File: src/rtl/bitmap_text_renderer_macros.svh
// Assertion macros used by the bitmap text renderer controller RTL.
`ifndef BITMAP_TEXT_RENDERER_MACROS_SVH
`define BITMAP_TEXT_RENDERER_MACROS_SVH

// Same-cycle implication, checked on every clock edge outside reset.
`define BTR_ASSERT_IMP(label, ante, cons, msg) \
    label: assert property (@(posedge clk) disable iff (!rst_n) (ante) |-> (cons)) \
        else $error(msg);

// Next-cycle implication, checked on every clock edge outside reset.
`define BTR_ASSERT_NEXT(label, ante, cons, msg) \
    label: assert property (@(posedge clk) disable iff (!rst_n) (ante) |=> (cons)) \
        else $error(msg);

`endif

File: src/rtl/btr_pkg.sv
// Types and constants shared by the bitmap text renderer modules.
`default_nettype none

package btr_pkg;

    localparam int GADDR_W     = 11;
    localparam int REM_W       = 12;
    localparam int MOD_STEPS   = 3;
    localparam int MOD_CNT_W   = 2;
    localparam int RECIP_SHIFT = 22;
    localparam int PROD_W      = GADDR_W + RECIP_SHIFT;
    localparam int BYTE_W      = 8;
    localparam int ROW_W       = 3;
    localparam int COL_W       = 3;
    localparam int FW_W        = 4;
    localparam int ADV_W       = 8;
    localparam int SCALE_W     = 8;
    localparam int COORD_W     = 16;
    localparam int COLOR_W     = 16;
    localparam int CFG_ADDR_W  = 2;
    localparam int CFG_DATA_W  = 8;
    localparam int IN_DATA_W   = 112;
    localparam int OUT_DATA_W  = 64;

    localparam logic [CFG_ADDR_W-1:0] CFG_FONT_WIDTH = 2'd0;
    localparam logic [CFG_ADDR_W-1:0] CFG_X_ADVANCE  = 2'd1;
    localparam logic [CFG_ADDR_W-1:0] CFG_Y_ADVANCE  = 2'd2;

    localparam logic [FW_W-1:0]  FONT_WIDTH_RST = 4'd6;
    localparam logic [ADV_W-1:0] X_ADVANCE_RST  = 8'd6;
    localparam logic [ADV_W-1:0] Y_ADVANCE_RST  = 8'd8;

    localparam logic CMD_LOAD = 1'b0;
    localparam logic CMD_DRAW = 1'b1;

    localparam logic [MOD_CNT_W-1:0] MOD_LAST = MOD_CNT_W'(MOD_STEPS - 1);
    localparam logic [ROW_W-1:0]     ROW_LAST = 3'd7;

    typedef enum logic [2:0] {
        ST_IDLE,
        ST_MOD,
        ST_FETCH,
        ST_EMIT,
        ST_ADV_X,
        ST_ADV_Y
    } btr_state_t;

    typedef struct packed {
        logic start_draw;
        logic write_glyph;
        logic mod_step;
        logic fetch;
        logic emit;
        logic first_row;
        logic last_row;
        logic last_col;
        logic adv_x;
        logic adv_y;
    } btr_cmd_t;

    typedef struct packed {
        logic [FW_W-1:0] width;
        logic            out_free;
    } btr_status_t;

endpackage

`default_nettype wire

File: src/rtl/btr_ctrl.sv
// Sequencer for the bitmap text renderer: request intake, address reduction, cell walk, cursor.
`default_nettype none

`include "bitmap_text_renderer_macros.svh"

module btr_ctrl (
    input  wire logic                clk,
    input  wire logic                rst_n,
    input  wire logic                s_tvalid,
    input  wire logic                s_cmd,
    output logic                     s_tready,
    input  wire btr_pkg::btr_status_t sts,
    output btr_pkg::btr_cmd_t        ctl
);
    import btr_pkg::*;

    btr_state_t             state_reg, state_next;
    logic [MOD_CNT_W-1:0]   mod_cnt_reg, mod_cnt_next;
    logic [COL_W-1:0]       col_reg, col_next;
    logic [ROW_W-1:0]       row_reg, row_next;

    always_ff @(posedge clk or negedge rst_n)
    begin
        if (!rst_n)
        begin
            state_reg   <= ST_IDLE;
            mod_cnt_reg <= '0;
            col_reg     <= '0;
            row_reg     <= '0;
        end
        else
        begin
            state_reg   <= state_next;
            mod_cnt_reg <= mod_cnt_next;
            col_reg     <= col_next;
            row_reg     <= row_next;
        end
    end

    always_comb
    begin
        state_next   = state_reg;
        mod_cnt_next = mod_cnt_reg;
        col_next     = col_reg;
        row_next     = row_reg;
        ctl          = '0;
        s_tready     = 1'b0;

        unique case (state_reg)
            ST_IDLE:
            begin
                s_tready = 1'b1;
                if (s_tvalid)
                begin
                    if (s_cmd == CMD_DRAW)
                    begin
                        ctl.start_draw = 1'b1;
                        mod_cnt_next   = '0;
                        state_next     = ST_MOD;
                    end
                    else
                    begin
                        ctl.write_glyph = 1'b1;
                    end
                end
            end
            ST_MOD:
            begin
                ctl.mod_step = 1'b1;
                if (mod_cnt_reg == MOD_LAST)
                begin
                    // A zero-width font draws nothing but still moves the cursor.
                    state_next = (sts.width == '0) ? ST_ADV_X : ST_FETCH;
                end
                else
                begin
                    mod_cnt_next = mod_cnt_reg + 1'b1;
                end
            end
            ST_FETCH:
            begin
                ctl.fetch  = 1'b1;
                col_next   = '0;
                row_next   = '0;
                state_next = ST_EMIT;
            end
            ST_EMIT:
            begin
                ctl.first_row = (row_reg == '0);
                ctl.last_row  = (row_reg == ROW_LAST);
                ctl.last_col  = ({1'b0, col_reg} == (sts.width - 1'b1));
                if (sts.out_free)
                begin
                    ctl.emit = 1'b1;
                    if (ctl.last_row)
                    begin
                        row_next = '0;
                        if (ctl.last_col)
                        begin
                            state_next = ST_ADV_X;
                        end
                        else
                        begin
                            col_next = col_reg + 1'b1;
                        end
                    end
                    else
                    begin
                        row_next = row_reg + 1'b1;
                    end
                end
            end
            ST_ADV_X:
            begin
                ctl.adv_x  = 1'b1;
                state_next = ST_ADV_Y;
            end
            ST_ADV_Y:
            begin
                ctl.adv_y  = 1'b1;
                state_next = ST_IDLE;
            end
            default:
            begin
                state_next = ST_IDLE;
            end
        endcase
    end

    `BTR_ASSERT_IMP(a_emit_has_room, ctl.emit, sts.out_free, "cell issued into a full output register")
    `BTR_ASSERT_NEXT(a_last_cell_advances, ctl.emit && ctl.last_row && ctl.last_col, state_reg == ST_ADV_X, "last cell did not lead to cursor advance")
    `BTR_ASSERT_IMP(a_mod_count_bound, state_reg == ST_MOD, mod_cnt_reg <= MOD_LAST, "address reduction ran past its last step")

endmodule

`default_nettype wire

File: config.mk
export PLATFORM = sky130hd
export DESIGN_NAME = btr_ctrl
export DESIGN_NICKNAME = d
export VERILOG_FILES = /design/src/rtl/btr_pkg.sv /design/src/rtl/btr_ctrl.sv
export VERILOG_INCLUDE_DIRS = /design/src /design/src/rtl
export SDC_FILE = /design/constraint.sdc
export NUM_CORES = 1
export LEC_CHECK = 0
export BUFFER_PORTS_ARGS = -buffer_cell sky130_fd_sc_hd__buf_2
export CORE_ASPECT_RATIO = 1.25
export CORE_MARGIN = 2
export CORE_UTILIZATION = 45
export CTS_CLUSTER_DIAMETER = 50
export DETAILED_ROUTE_END_ITERATION = 7
export GPL_ROUTABILITY_DRIVEN = 0
export MAX_ROUTING_LAYER = met4
export PLACE_DENSITY = 0.77
export SETUP_SLACK_MARGIN = 0.15
export SKIP_CTS_REPAIR_TIMING = 1
export SLEW_MARGIN = 15
export SYNTH_ARGS = -nofsm -noshare
export SYNTH_HDL_FRONTEND = slang
export SYNTH_SLANG_ARGS = --single-unit
File: constraint.sdc
create_clock -name clk -period 1.7 [get_ports clk]
set_input_delay 0.255 -clock clk [delete_from_list [all_inputs] [get_ports clk]]
set_output_delay 0.255 -clock clk [all_outputs]
set_load 0.05 [all_outputs]
==> Word level (Yosys, flattened, before mapping) <==
Index checks and enable logic that the tools add are counted.
{ "op_classes": {"addsub": 4, "n_eq_ne": 16, "mux": 30, "reduce_logical": 9} }
{ "op_table": {"columns": ["op", "n"], "rows": [
  ["$mux 3", 12],
  ["$ne 2x2->1 const B", 8],
  ["$pmux 3 s5", 1],
  ["$pmux 3 s2", 2],
  ["$mux 2", 5],
  ["$eq 3x3->1 const B", 3],
  ["$mux 1", 8],
  ["$reduce_and 4->1", 2],
  ["$add 3x1->3 const B", 2],
  ["$eq 3x2->1 const B", 2],
  ["$logic_not 3->1", 2],
  ["$reduce_and 6->1", 1],
  ["$eq 3x4->1", 1],
  ["$logic_not 4->1", 1],
  ["$mux 4", 1],
  ["$pmux 2 s2", 1],
  ["$reduce_bool 2->1", 2],
  ["$sub 4x1->4 const B", 1],
  ["$eq 3x1->1 const B", 1],
  ["$add 2x1->2 const B", 1],
  ["$eq 2x2->1 const B", 1],
  ["$reduce_and 2->1", 1]
]} }
{ "totals": {"register_bits": 11, "in_bits": 9, "output_inout_bits": 11, "wordCells": 63} }

==> Longest topological paths before layout <==
Gate-level depths: netlist of the first run.
{ "logic_depth": {"depth_word": 6, "depth_mapped": 7, "mapped_depth_nobuf": 7} }

==> Worst setup path after synthesis of the first run <==
No wires, ideal clock.
{ "synth_path": {"path_kind": "reg-to-output", "start": "reg state_reg[1]", "end": "out ctl[8] (netlist bit)", "t_arrival_ns": 2.342, "required_time_ns": 1.445, "path_slack_ns": -0.897, "path_stages_with_launch": 4, "path_buffers": 1, "path_cell_list": "dfrtp_1 -> buf_2 -> nor3_1 -> and3b_1"} }
{ "synth_lines": {"columns": ["item", "line_no", "rtl"], "rows": [
  ["start: declaration", "btr_ctrl.sv:17", "btr_state_t state_reg, state_next;"],
  ["start signal: assignment", "btr_ctrl.sv:33", "state_reg <= state_next;"],
  ["end: declaration", "btr_ctrl.sv:13", "output btr_pkg::btr_cmd_t ctl"]
]} }

==> impl_metrics.tcl, run 1 <==
set metrics [dict create \
    violations "negative setup slack" \
    io_pins 20 \
    drtAntennaViolNets 0 \
    path_clk_slew_ns 0.08 \
    hold_class "input pin to flop" \
    rows 17 \
    hold_viol_final 0 \
    relSlewSlack_pct 82.4 \
    cp_top_family "simple AND/OR/NAND/NOR gates" \
    drive_gt1_share_pct 50.7 \
    cp_max_fo 4 \
    io_buffers 19 \
    synth_area_per_cell_um2 8.42 \
    required_ns 1.44 \
    clk_latency_ns 0.29 \
    cap_violations 0 \
    cp_num_buf_inv 1 \
    finalPower_mw 1.91 \
    netlist_area_um2 817 \
    fin_crit_sh_pct 105 \
    root_buffer "clkbuf_4" \
    leakage_nw 0.650 \
    clockBufferDepth 2 \
    grt_usage_pct 19.3 \
    p_comb_share_pct 63.9 \
    vias 861 \
    critical_path.max_stage_delay_ns 0.44 \
    areaGrowthSynthToFinish_pct 63.6 \
    drt_iter0_drc 21 \
    fin_ws_ns -0.0799 \
    synth_seq_cells 11 \
    grt_max_degree 12 \
    synth_nets 113 \
    drc 0 \
    worst_clock_skew_ns 0.0106 \
    viasPerCell 5.48 \
    die_x_um 42.1 \
    cts.sinks 11 \
    critPathLaunchType "flop" \
    fillers 115 \
    cts_tree "yes" \
    multiInputGateArea_um2 627 \
    utilization_pct 76.6 \
    crit_path_end_kind "output port" \
    die_area_um2 2170 \
    power_density_nw_per_um2 1430 \
    wire_per_inst_um 15.6 \
    cts_made_buffers 3 \
    netSwitchingFraction_pct 47.7 \
    worstMarginPinSlew_ns 0.265 \
    worstPathCellList "nor2b_4, nand2_2, nor3b_4, buf_6" \
    finalSetupTns_ns -0.0799 \
    antenna_found_initial 0 \
    wl_um 2450 \
    p_sw_mw 0.911 \
    layout.cells.non_filler 157 \
    p_int_mw 0.998 \
    ys_seq_area_share_pct 33.7 \
    arrival_ns 1.52 \
    antenna_cells 0 \
    p_clk_share_pct 10.0 \
    htreeDepth 1 \
    seqCellArea_um2 279 \
    final_nets 155 \
    pwr-share-seq_pct 26.1 \
    fmax_ghz 0.562 \
    core-area_um2 1740 \
    synth_warnings 0 \
    drt_pass1_iterations 4 \
    grt_pass1_vias 698 \
    grt_pass1_wl_um 3020 \
    worst-setup-path-type "flop to output port" \
    slew_violations 0 \
    place_inst 140 \
    peakVddDrop_mv 0.897 \
    grt_setup_unrepaired "yes" \
    period_minus_slack_ns 1.78 \
    setup_violations 1 \
    start_util_pct 46.8 \
    cpMaxStageDelayCell "dfrtp_2" \
    synth_cell_types 29 \
    postSynthCellCount 97 \
    place.detailed.hpwl_um 1500 \
    overflow 0 \
    die-height_um 51.6 \
    status "finished with violations" \
]
-- worst paths after layout --
path | from | to | slack (ns) | depth (start not counted)
min in group asynchronous | rst_n | state_reg[1] | 0.38 | 2
worst max-delay path | state_reg[1] | ctl[4] | -0.08 | 4
worst min-delay path | sts[0] | row_reg[2] | 0.28 | 3
worst max register to register | state_reg[0] | mod_cnt_reg[1] | 0.22 | 6
max in group asynchronous | rst_n | state_reg[2] | 1.09 | 2
worst min register to register | mod_cnt_reg[0] | mod_cnt_reg[0] | 0.48 | 1
-- power by group through the flow --
stage          Combinational, mW  Clock, mW  Sequential [mW]
6_report                    1.22      0.191            0.498
5_1_grt                     1.30      0.207            0.513
4_1_cts                    0.879      0.192            0.485
3_5_place_dp               0.871          0            0.490
3_3_place_gp               0.846          0            0.485
2_1_floorplan              0.692          0            0.449
-- placed cells by master (no fill, tap or decap), types with 5 or more instances in the layout --
cell type	Yosys	layout
buf_4	0	17
buf_8	0	5
buf_2	1	8
buf_6	0	8
nand2_1	16	13
nand3_1	7	7
dfrtp_1	11	8
-- synthesized netlist by cell type, drive strengths merged --
cell / count / share of area (%)
nand3: 7 / 4.3
nor3b: 3 / 2.8
and3: 2 / 1.5
o211ai: 2 / 1.8
nor2: 6 / 2.8
o21a: 3 / 2.8
buf: 2 / 1.1
xor2: 3 / 3.2
and3b: 1 / 1.1
a21oi: 1 / 0.61
o31ai: 4 / 3.7
nand4: 3 / 2.3
nor2b: 2 / 1.5
o21bai: 2 / 1.8
o2111ai: 1 / 1.8
a221oi: 1 / 1.8
and2: 2 / 1.5
ha: 7 / 11
nor3: 3 / 2.5
nand2b: 2 / 1.5
dfrtp: 11 / 34
nand2: 16 / 7.4
mux2i: 2 / 2.5
inv: 9 / 4.1
o21ai: 2 / 1.2
-- logic make-up after synthesis --
family	count (synthesis)	synth area share, %
compound gates	16	15.6
xor+xnor	3	3.22
fa+ha+maj	7	10.7
buf+inv	11	5.21
flops	11	33.7
mux	2	2.45
simple gates	47	29.1
-- through the flow --
stage	cell area (um^2)	hold slack, ns	setup WS [ns]
6_report	1340	0.278	-0.0799
5_1_grt	1340	0.273	-0.128
4_1_cts	1070	-0.163	-0.241
3_5_place_dp	1050	0.145	0.0150
3_3_place_gp	1050	0.141	0.0490
2_1_floorplan	891	-0.0406	-0.136
-- worst reg2reg max path, delay by kind of cell, from the launching register on --
family,cells,cell delay (ns)
AOI/OAI and AO/OA,1,0.20
buffers and inverters,3,0.36
DFF,1,0.49
muxes,1,0.22
and+or+nand+nor,1,0.13
-- per-layer routing --
layer	vias up	track usage (%)	routed length (um)
met2	18	33.9	1400
met4	0	9.38	47
met5	-	-	0
li1	427	-	-
met3	7	2.78	73
met1	409	21.7	925
-- cell type report --
cell class	count	area share, %
Inverter	9	2.72
Sequential cell	11	20.9
Timing Repair Buffer	39	25.7
Tap cell	19	1.78
Multi-Input combinational cell	75	46.9
Clock buffer	3	1.69
Clock inverter	1	0.375
Power figures use the tool's default switching activity.
==> run 2: changes to the inputs <==
ABC_AREA = 1   (was not set)
==> impl_metrics.tcl, run 2 <==
set metrics [dict create \
    status "completed" \
    drt_iter0_drc 23 \
    grt_pass1_wl_um 3140 \
    final_nets 167 \
    drtAntennaViolNets 0 \
    fmax_ghz 0.600 \
    synth_common_cells "nand2_1, inv_1, nor2_1, dfrtp_1, nand3_1" \
    worst_clock_skew_ns 0.00406 \
    synth_nets 136 \
    peakVddDrop_mv 1.34 \
    clk_latency_ns 0.27 \
    rows 17 \
    io_buffers 19 \
    clockBufferDepth 2 \
    core-area_um2 1790 \
    path_clk_slew_ns 0.07 \
    reg2reg_depth 9 \
    root_buffer "clkbuf_4" \
    worstMarginPinSlew_ns 0.251 \
    seqCellArea_um2 279 \
    grt_setup_unrepaired "yes" \
    cp_top_family "simple AND/OR/NAND/NOR gates" \
    grt_pass1_vias 792 \
    yosys.area.top_type "dfrtp_1" \
    grt_usage_pct 18.8 \
    drt_pass1_iterations 4 \
    fin_crit_sh_pct 98.1 \
    worstHoldPathCells 3 \
    worstPathCellList "buf_2, inv_1, ha_1, nand2_1, inv_1, nor2_1, nand3_2, nor3_4, buf_6" \
    slew_violations 0 \
    fin_ws_ns 0.0324 \
    cpMaxStageDelayCell "ha_1" \
    dp_slack_ns -0.0179 \
    required_ns 1.44 \
    relSlewSlack_pct 83.3 \
    synth_area_per_cell_um2 7.24 \
    synth_xor_area_share_pct 1.01 \
    cts_made_buffers 3 \
    arrival_ns 1.41 \
    cts.sinks 11 \
    ys.flop_type "dfrtp_1" \
    ys_top_cells_by_area "dfrtp_1, ha_1, nand2_1, inv_1, nor2_1" \
    critical_path.max_stage_delay_ns 0.31 \
    die_area_um2 2300 \
    setup_violations 0 \
    fillers 148 \
    cp_num_buf_inv 4 \
    yosysTopAreaCellShare_pct 31.7 \
    wire_per_inst_um 11.8 \
    cp_max_fo 3 \
    period_minus_slack_ns 1.67 \
    synth_compound_area_share_pct 13.3 \
    antenna_cells 0 \
    synth_warnings 0 \
    hold_viol_final 0 \
    async_flop_share_pct 100 \
    cts_tree "yes" \
    synth_cell_types 23 \
    final_common_cell "nand2_1" \
    hold_class "input pin to flop" \
    die_x_um 43.3 \
    io_pins 20 \
    finalPower_mw 2.21 \
    cap_violations 0 \
    critPathLaunchType "input pin" \
    synth_seq_cells 11 \
    place.detailed.hpwl_um 1450 \
    antenna_found_initial 0 \
    areaGrowthSynthToFinish_pct 39.5 \
    synthAdderAreaFrac_pct 10.1 \
    synth_top_family_by_area "simple AND/OR/NAND/NOR gates" \
    viasPerCell 5.26 \
    worst-setup-path-type "input pin to output port" \
    netlist_area_um2 868 \
    vias 889 \
    power_density_nw_per_um2 1820 \
    holdWs_ns 0.345 \
    final_cell_mix "nand2_1, inv_1, nand3_1" \
    multiInputGateArea_um2 572 \
    htreeDepth 1 \
    grt_max_degree 12 \
    start_util_pct 48.6 \
    overflow 0 \
    leakage_nw 0.619 \
    synth.mux.area_fraction_pct 0 \
    ys_seq_area_share_pct 31.7 \
    postSynthCellCount 120 \
    die-height_um 53.1 \
    yosys.area_share.simple_pct 31.8 \
    path_depth 9 \
    drive_gt1_share_pct 42.7 \
    synth_edf_count 0 \
    synth.most_common_cell "nand2_1" \
    path_common_cell "inv_1" \
    crit_path_end_kind "output port" \
    wl_um 2000 \
    drc 0 \
]
==> run 2: cell types whose count changed in the layout (fill, tap and decap cells not counted), moves of 4 or more <==
cell	change
buf_4	-8
buf_8	-4
inv_1	+13
nand2_1	+8
nor2_1	+6
nor2_2	+4
==> run 2: report_power, final <==
group	internal, mW	switching (mW)
clock network	0.0910	0.0847
registers	0.365	0.102
logic	0.562	1.00
total	1.02	1.19
==> run 2: final timing paths <==
path	startpoint	slack [ns]	to
min in group asynchronous	rst_n	0.37	row_reg[2]
max reg2reg	state_reg[0]	0.15	col_reg[1]
min reg2reg	mod_cnt_reg[1]	0.51	mod_cnt_reg[1]
min	s_tvalid	0.35	state_reg[0]
max in group asynchronous	rst_n	1.11	state_reg[2]
max	sts[1]	0.03	ctl[2]
==> run 2: worst register-to-register path, stage by stage (launching register included) <==
cell      delay, ns
dfrtp_2        0.41
inv_2          0.07
nor2_4         0.19
nand2_8        0.10
buf_4          0.16
o21bai_2       0.21
nand2_2        0.10
nand2_2        0.07
nand2_1        0.05
nand2_1        0.05
==> run 2: logic make-up (layout without fill, tap and decap cells) <==
kind of cell | Yosys count | in the layout
AOI/OAI and AO/OA | 15 | 15
xor gates and xnor gates | 1 | 1
adders and majority gates | 7 | 7
buffers and inverters | 26 | 56
DFF | 11 | 11
and+or+nand+nor | 60 | 60
==> run 2: area by class of cell <==
type | instances | share of cell area [%]
clock buffer | 4 | 2.17
inverter | 25 | 8.06
multi-input combinational | 83 | 47.2
sequential | 11 | 23.0
tap | 19 | 1.96
timing repair buffer | 27 | 17.6
==> run 2: through the flow <==
| step | util, % | TNS [ns] | cells | cell area, um^2 |
|---|---|---|---|---|
| after floorplan | - | -0.109 | 120 | 906 |
| after global placement | 57.1 | 0 | 158 | 1020 |
| after detailed placement | 57.1 | -0.0179 | 158 | 1020 |
| after CTS | 58.6 | -0.378 | 162 | 1050 |
| after global routing | 67.8 | -0.0407 | 169 | 1210 |
| final | 67.8 | 0 | 169 | 1210 |
==> run 2: layer usage <==
| metal | track usage [%] | wire length (um) | vias up |
|---|---|---|---|
| li1 | - | - | 440 |
| met1 | 20.7 | 740 | 414 |
| met2 | 32.8 | 1110 | 29 |
| met3 | 3.41 | 96 | 6 |
| met4 | 8.59 | 51 | 0 |
| met5 | - | 0 | - |
==> run 3: changes to the inputs <==
CORE_ASPECT_RATIO = not set   (was 1.25)
==> impl_metrics.tcl, run 3 (synthesis results as in run 2) <==
set metrics [dict create \
    critical_path.max_stage_delay_ns 0.45 \
    finalPower_mw 2.14 \
    drt_iter0_drc 6 \
    grt_pass1_vias 739 \
    seqCellArea_um2 279 \
    clockBufferDepth 2 \
    fmax_ghz 0.615 \
    areaGrowthSynthToFinish_pct 38.9 \
    hold_class "input pin to flop" \
    status "completed" \
    placed_cell_area_um2 1040 \
    vias 867 \
    drt_pass1_iterations 4 \
    drtAntennaViolNets 0 \
    cp_top_family "flip-flops" \
    finalSetupTns_ns 0 \
    antenna_cells 0 \
    viasPerCell 4.98 \
    holdWs_ns 0.353 \
    cap_violations 0 \
    setup_violations 0 \
    overflow 0 \
    hold_viol_final 0 \
    die-height_um 47.9 \
    wire_per_inst_um 11.8 \
    worstPathCellList "nor2_2, nand2_2, clkinvlp_4, nand2_1, nor2_4, buf_6" \
    final_area_um2 1210 \
    worstSetupStartpoint "state_reg[1]" \
    final_nets 166 \
    grt_max_degree 12 \
    cp_num_buf_inv 2 \
    period_minus_slack_ns 1.63 \
    cts_made_buffers 3 \
    layout.cells.non_filler 174 \
    relSlewSlack_pct 82.3 \
    final_common_cell "nand2_1" \
    r2r-start "col_reg[0]" \
    path_clk_slew_ns 0.07 \
    peakVddDrop_mv 1.26 \
    fillers 169 \
    grt_setup_unrepaired "yes" \
    grt_pass1_wl_um 2920 \
    critPathLaunchType "flop" \
    io_pins 20 \
    drive_gt1_share_pct 43.0 \
    worstMarginPinSlew_ns 0.265 \
    leakage_nw 0.615 \
    worst-setup-path-type "flop to output port" \
    cts_tree "yes" \
    cp_max_fo 5 \
    final_cell_mix "nand2_1, inv_1, nor2_1" \
    place.detailed.hpwl_um 1480 \
    dp_slack_ns -0.0391 \
    root_buffer "clkbuf_4" \
    rows 15 \
    worst_clock_skew_ns 0.00398 \
    htreeDepth 1 \
    core-area_um2 1760 \
    start_util_pct 49.2 \
    multiInputGateArea_um2 571 \
    cts.sinks 11 \
    wl_um 2050 \
    crit_path_end_kind "output port" \
    die_x_um 47.9 \
    slew_violations 0 \
    arrival_ns 1.37 \
    hp-start "s_tvalid" \
    power_density_nw_per_um2 1780 \
    utilization_pct 68.4 \
    die_area_um2 2300 \
    fin_ws_ns 0.0732 \
    required_ns 1.44 \
    clk_latency_ns 0.27 \
    fin_crit_sh_pct 95.7 \
    cpMaxStageDelayCell "dfrtp_2" \
    drc 0 \
    place_inst 165 \
    io_buffers 19 \
    antenna_found_initial 0 \
    grt_usage_pct 19.3 \
]
## run 3: cell types whose count changed in the layout (fill, tap and decap cells not counted), sizes merged
cell and delta:
buf -1
## run 3: report_power, final
part	leakage, nW	internal (mW)	switching [mW]
registers	0.142	0.365	0.115
logic	0.458	0.520	0.964
clock network	0.0150	0.0909	0.0878
total	0.615	0.976	1.17
## run 3: cell type report
cell class                 count  area share [%]
sequential                    11            23.1
multi-input combinational     83            47.3
timing repair buffer          26            16.7
inverter                      25            8.09
tap                           25            2.59
clock buffer                   4            2.18
## run 3: final timing paths
kind	endpoint	slack (ns)	cells past startpoint
max	ctl[8]	0.07	6
max reg2reg	col_reg[1]	0.21	9
min	state_reg[0]	0.35	3
min in group asynchronous	row_reg[0]	0.38	2
min reg2reg	mod_cnt_reg[1]	0.50	2
max in group asynchronous	state_reg[0]	1.08	2
## run 3: layer usage
metal	wire, um	track usage (%)	vias to the layer above
met4	38	9.73	0
met1	842	21.3	405
met3	63	2.26	6
met5	0	-	-
met2	1110	33.6	19
li1	-	-	437
## run 3: tightest hold or removal path: stages
cell and delay (ns):
buf_2 0.10, a21oi_1 0.09, a31oi_1 0.13
